**src/design/fdc_pkg.sv**
```systemverilog
`timescale 1ns / 1ps

package fdc_pkg;

	localparam int MAX_TAPS     = 2048;
	localparam int SAMPLE_W     = 24;
	localparam int COEF_W       = 24;
	localparam int TAP_CNT_W    = 12;
	localparam int COEF_IDX_W   = 11;
	localparam int ADDR_W       = $clog2(MAX_TAPS);
	localparam int CNT_W        = $clog2(MAX_TAPS + 1);
	localparam int PROD_W       = SAMPLE_W + COEF_W;
	localparam int ACC_W        = PROD_W + CNT_W;

	typedef enum logic [1:0] {
		FUNC_SAMPLE = 2'd0,
		FUNC_COEF   = 2'd1,
		FUNC_CLEAR  = 2'd2
	} func_t;

	typedef struct packed {
		func_t                       func;
		logic signed [SAMPLE_W-1:0]  sample;
		logic [COEF_IDX_W-1:0]       coef_index;
		logic signed [COEF_W-1:0]    coef_value;
	} in_t;

	typedef struct packed {
		logic signed [SAMPLE_W-1:0]  output_sample;
		logic                        filter_active;
	} out_t;

	typedef struct packed {
		logic clr;
		logic vld;
	} mac_ctl_t;

endpackage

```
**src/design/fdc_mac.sv**
```systemverilog
`timescale 1ns / 1ps

module fdc_mac (
	input  logic                                  clk,
	input  logic                                  arst_n,
	input  fdc_pkg::mac_ctl_t                     ctl,
	input  logic signed [fdc_pkg::COEF_W-1:0]     coef,
	input  logic signed [fdc_pkg::SAMPLE_W-1:0]   smp,
	output logic                                  busy,
	output logic signed [fdc_pkg::SAMPLE_W-1:0]   result
);
	import fdc_pkg::*;

	logic signed [PROD_W-1:0]   prod_s1;
	logic                       vld_s1;
	logic signed [ACC_W-1:0]    acc_q;
	logic signed [ACC_W-1:0]    acc_rnd;
	logic signed [ACC_W-1:0]    acc_shr;
	logic [ACC_W-SAMPLE_W:0]    acc_top;

	always_ff @(posedge clk or negedge arst_n) begin
		if (!arst_n) begin
			vld_s1 <= 1'b0;
		end else begin
			vld_s1 <= ctl.vld;
		end
	end

	always_ff @(posedge clk) begin
		if (ctl.vld) begin
			prod_s1 <= coef * smp;
		end
		if (ctl.clr) begin
			acc_q <= '0;
		end else if (vld_s1) begin
			acc_q <= acc_q + {{(ACC_W-PROD_W){prod_s1[PROD_W-1]}}, prod_s1};
		end
	end

	// round half up, drop the coefficient fraction bits, then saturate
	assign acc_rnd = acc_q + (ACC_W'(1) << (COEF_W - 2));
	assign acc_shr = acc_rnd >>> (COEF_W - 1);
	assign acc_top = acc_shr[ACC_W-1:SAMPLE_W-1];

	always_comb begin
		if ((&acc_top) || !(|acc_top)) begin
			result = acc_shr[SAMPLE_W-1:0];
		end else if (acc_shr[ACC_W-1]) begin
			result = {1'b1, {(SAMPLE_W-1){1'b0}}};
		end else begin
			result = {1'b0, {(SAMPLE_W-1){1'b1}}};
		end
	end

	assign busy = vld_s1;

endmodule

```
**config.mk**
```make
export PLATFORM = sky130hd
export DESIGN_NAME = fdc_mac
export DESIGN_NICKNAME = d
export VERILOG_FILES = /design/src/design/fdc_pkg.sv /design/src/design/fdc_mac.sv
export SDC_FILE = /design/constraint.sdc
export NUM_CORES = 2
export LEC_CHECK = 0
export BUFFER_PORTS_ARGS = -buffer_cell sky130_fd_sc_hd__buf_4
export CORE_ASPECT_RATIO = 2
export CORE_MARGIN = 4
export CORE_UTILIZATION = 51
export DETAILED_ROUTE_END_ITERATION = 7
export GPL_TIMING_DRIVEN = 0
export MAX_ROUTING_LAYER = met4
export PLACE_DENSITY = 0.67
export SYNTH_ARGS = -nofsm -noshare
export SYNTH_HDL_FRONTEND = slang
export SYNTH_SLANG_ARGS = --single-unit
```
**constraint.sdc**
```tcl
create_clock -name clk -period 6.9 [get_ports clk]
set_input_delay 1.38 -clock clk [delete_from_list [all_inputs] [get_ports clk]]
set_output_delay 1.38 -clock clk [all_outputs]
set_load 0.01 [all_outputs]
```
# After elaboration in Yosys (flattened, before gate mapping)
# Cells that the tools add are included.
# word_totals
elab_cells	12
register_bits	109
# op_classes
mul	1
n_reduce_logical	4
mux	2
addsub	2
# op_table
op	count
adder 60 x 24 -> 60 bit, second input constant	1
adder 60 bit	1
multiplier 24 x 24 -> 48 bit	1
two-way mux 24 bit	2
AND reduction 14 bit	1
OR reduction 14 bit	1
logical NOT 1 bit	1
logical OR 1 bit	1

# Depth between registers and ports, before layout
# depth
word_depth	5
depth_mapped	27
mapped_depth_nobuf	26

# Least setup slack after synthesis
# No wires, ideal clock.
# synth_path
path_type	input -> register
start	in coef[23] (netlist name)
end	reg prod_s1[47], data pin
arrival_time_ns	7.996
path_slack_ns	-1.356
n_path_buf	2
setup_time_ns	0.260
cell_stages	24
path_cell_list	clkbuf_1 -> nand2_1 -> inv_1 -> fa_1 -> fa_1 -> inv_1 -> fa_1 -> inv_1 -> fa_1 -> fa_1 -> fa_1 -> fa_1 -> ha_1 -> clkbuf_1 -> a21o_1 -> a21o_1 -> a21o_1 -> a21o_1 -> a21o_1 -> a21o_1 -> a21o_1 -> nor3_1 -> a21oi_1 -> xnor2_1
# synth_via
elab_chain_cells	1
# synth_rtl
element	line	text
start: declaration	fdc_mac.sv:7	input logic signed [fdc_pkg::COEF_W-1:0] coef,
multiplier 24 x 24 -> 48 bit	fdc_mac.sv:31	prod_s1 <= coef * smp;
end signal: assignment	fdc_mac.sv:31	
end: declaration	fdc_mac.sv:14	logic signed [PROD_W-1:0] prod_s1;
# Every way passes these cells.
# A chain may end at the register's enable or synchronous reset.

# Worst setup path after layout
# layout_path
start	in smp[9] (netlist name)
end	reg prod_s1[46], data pin
# layout_via
elab_chain_cells	1
# layout_rtl
element	line	text
start: declaration	fdc_mac.sv:8	input logic signed [fdc_pkg::SAMPLE_W-1:0] smp,
multiplier 24 x 24 -> 48 bit	fdc_mac.sv:31	
# Every way passes these cells.

==> impl_metrics.py <==
metrics = {
    "status": {
        "status": "finished, violations left",
        "violations": "setup timing",
    },
    "sta": {
        "fin_skew_ps": 18.4,
        "period_minus_slack_ps": 7790,
        "worst_pin_slew_ps": 1360,
        "slew-limit-headroom": 0.0960,
        "rsz0062_at_grt": "yes",
        "finalWorstSetupSlack_ps": -886,
        "fin_tns_setup_ps": -14850,
        "setup_violations": 28,
        "finalCritPeriodShare": 1.13,
        "slew_violations": 0,
        "max_freq_ghz": 0.128,
        "finalHoldViolCount": 0,
    },
    "drt": {
        "wl_per_cell_um": 27.6,
        "ant_nets": 0,
        "vias": 24000,
        "wirelength_mm": 115,
        "vias_per_cell": 5.78,
        "drt-initial-drc-count": 1398,
        "drc": 0,
        "drt_pass1_iterations": 5,
    },
    "grt": {
        "grtUsageTotal": 0.392,
        "grt_first_pass_wirelength_mm": 168,
        "grt_pass1_vias": 26800,
        "antenna_found_initial": 2,
        "grt_max_degree": 50,
        "grt-ovfl-total": 0,
    },
    "critical_path": {
        "cp-start-kind": "primary input",
        "cp-end-kind": "register",
        "cp.required_ps": 7040,
        "critPathMaxFanout": 6,
        "criticalPathCategory": "in -> reg",
        "cp.arrival_ps": 7920,
    },
    "final_layout": {
        "fin_area_um2": 33900,
        "multi_input_area_um2": 24300,
        "fillCellCount": 5137,
        "area_delta_synth_final_pct": 15.9,
        "nNetsFinal": 4251,
        "regArea_um2": 2670,
        "drive_gt1_frac": 0.158,
    },
    "die": {
        "initial_utilization": 0.514,
        "coreArea_um2": 56900,
        "io-pin-count": 77,
        "die_h_um": 347,
        "dieArea_um2": 61500,
        "die_x_um": 177,
        "rows": 124,
    },
    "clocking": {
        "cts_max_level": 3,
        "clock_latency_ps": 390,
        "cts_tree": "done",
        "clock_path_buffers": 2,
        "cts_root_buffer": "clkbuf_16",
        "cts_inserted_buffers": 9,
        "clock-sinks": 109,
        "path_clk_slew_ps": 90,
    },
    "logic_synthesis": {
        "synth_edf_count": 48,
        "synth_ff_type": "dfxtp_1",
        "syn-num-nets": 4072,
        "yosysUniqueCellTypes": 86,
        "synth_cells": 3218,
        "async_flop_share": 0.00917,
        "seq_area_frac_synth": 0.0912,
        "postSynthAreaPerCell_um2": 9.09,
        "netlist_area_um2": 29300,
        "ys_ff_latch": 109,
        "yosysWarnings": 0,
    },
    "hold_path": {
        "hold_class": "reg -> reg",
    },
    "placement": {
        "gp_congestion": 1.07,
        "dpl_cell_area_um2": 31200,
        "io_buffers": 76,
        "dp_hpwl_mm": 94.8,
    },
    "run": {
        "cap_violations": 0,
    },
}
-- per-stage QoR --
stage                     std cells   util  setup WS (ps)  hold WS (ps)
final                          4160  0.595           -886           482
after global routing           4159  0.595          -1030           515
after CTS                      4137  0.589           -808           481
after global placement         4050  0.548          -2270           461
after detailed placement       4050  0.548          -2320           463
after floorplan                3218      -           -694           445
-- placed cells by master, fill, tap and decap left out, types with 26 or more instances in the layout --
cell type / Yosys / layout
a21o_1: 63 / 63
a21oi_1: 111 / 98
and2_1: 275 / 245
and2_4: 1 / 31
buf_4: 0 / 123
buf_6: 5 / 37
clkbuf_1: 129 / 34
clkbuf_16: 0 / 41
clkbuf_8: 0 / 28
dfxtp_1: 60 / 60
edfxtp_1: 48 / 48
fa_1: 608 / 564
fa_2: 0 / 44
ha_1: 194 / 176
inv_1: 630 / 586
inv_2: 1 / 41
mux2i_1: 32 / 32
nand2_1: 366 / 363
nand3_1: 33 / 31
nor2_1: 145 / 139
nor3_1: 30 / 28
o21ai_0: 53 / 45
o21ai_2: 24 / 26
xnor2_1: 83 / 80
xor2_1: 46 / 46
-- Yosys cell counts (all sizes together) (13+ instances only) --
cell	count	area share
nand4	24	0.0056
and3	15	0.0032
fa	608	0.42
dfxtp	60	0.041
ha	194	0.083
o211ai	14	0.0036
buf	14	0.0032
mux2i	32	0.011
xnor2	83	0.025
a21oi	116	0.021
clkbuf	130	0.017
a21o	63	0.016
edfxtp	48	0.049
nor2b	21	0.0045
a211oi	13	0.0035
xor2	46	0.014
inv	631	0.081
nand2	366	0.047
o21ai	85	0.018
o21bai	16	0.0041
a31oi	13	0.0030
nor3	32	0.0060
o21a	17	0.0044
nand3	33	0.0056
nor2	147	0.019
nand2b	22	0.0047
and2	276	0.059
-- what timing repair did --
| item | 4_1_cts | 5_1_grt |
|---|---|---|
| hold buffers | 0 | 0 |
| setup endpoints to repair | 33 | 30 |
| pin swaps | 90 | 67 |
| cloned | 0 | 2 |
| buffers inserted | 71 | 25 |
| resized for setup | 340 | 78 |
| endpoints found under the hold margin | 0 | 0 |
-- critical path: stages --
cell       delay (ps)
buf_12            110
clkbuf_16         140
buf_4             160
and2_1            160
fa_1              710
fa_1              470
fa_1              500
fa_1              860
fa_1              570
fa_1              510
inv_1              50
fa_1              370
inv_1              70
ha_1              320
a21o_1            220
a21oi_1           150
nor2b_1            90
a311oi_4          350
o21ai_2           110
a2111oi_2         310
o21bai_1          120
xor2_1            170
-- logic make-up after synthesis --
logic type	share of synthesized area
and+or+nand+nor	0.169
adders and majority gates	0.499
buffers and inverters	0.101
AOI/OAI and AO/OA	0.0908
xor gates and xnor gates	0.0386
DFF	0.0912
muxes	0.0109
-- final cells by class --
class,instances,area share
Sequential cell,109,0.0787
Clock buffer,9,0.00664
Tap cell,756,0.0279
Antenna cell,2,0.000148
Clock inverter,7,0.00229
Inverter,631,0.0702
Timing Repair Buffer,169,0.0464
Multi-Input combinational cell,2334,0.717
Buffer,143,0.0511
-- sequential cells by signal, summed over array words and instances (netlist names) --
| signal | flops |
|---|---|
| prod_s1 | 48 |
| acc_q | 60 |
| busy | 1 |
-- layer usage --
layer	routed length, µm	global-route usage	vias up
li1	-	-	10300
met1	33800	0.344	12300
met2	60000	0.694	973
met3	5340	0.0485	523
met4	15800	0.384	0
met5	0	-	-
-- worst paths after layout --
path / startpoint / to / slack, ps / depth (start not counted)
worst max-delay path: smp[9] / prod_s1[46]$_DFFE_PP_ / -890 / 22
worst min-delay path: acc_q[15]$_SDFFE_PP0P_ / acc_q[15]$_SDFFE_PP0P_ / 480 / 2
worst max register to register: acc_q[0]$_SDFFE_PP0P_ / acc_q[44]$_SDFFE_PP0P_ / 2870 / 12
worst min register to register: acc_q[15]$_SDFFE_PP0P_ / acc_q[15]$_SDFFE_PP0P_ / 480 / 2
max in group asynchronous: arst_n / busy$_DFF_PN0_ / 6080 / 1
min in group asynchronous: arst_n / busy$_DFF_PN0_ / 740 / 1
Power is left out: the tool's default activity adds up to more than one toggle a clock period on the data nets, which glitch-free logic cannot reach.
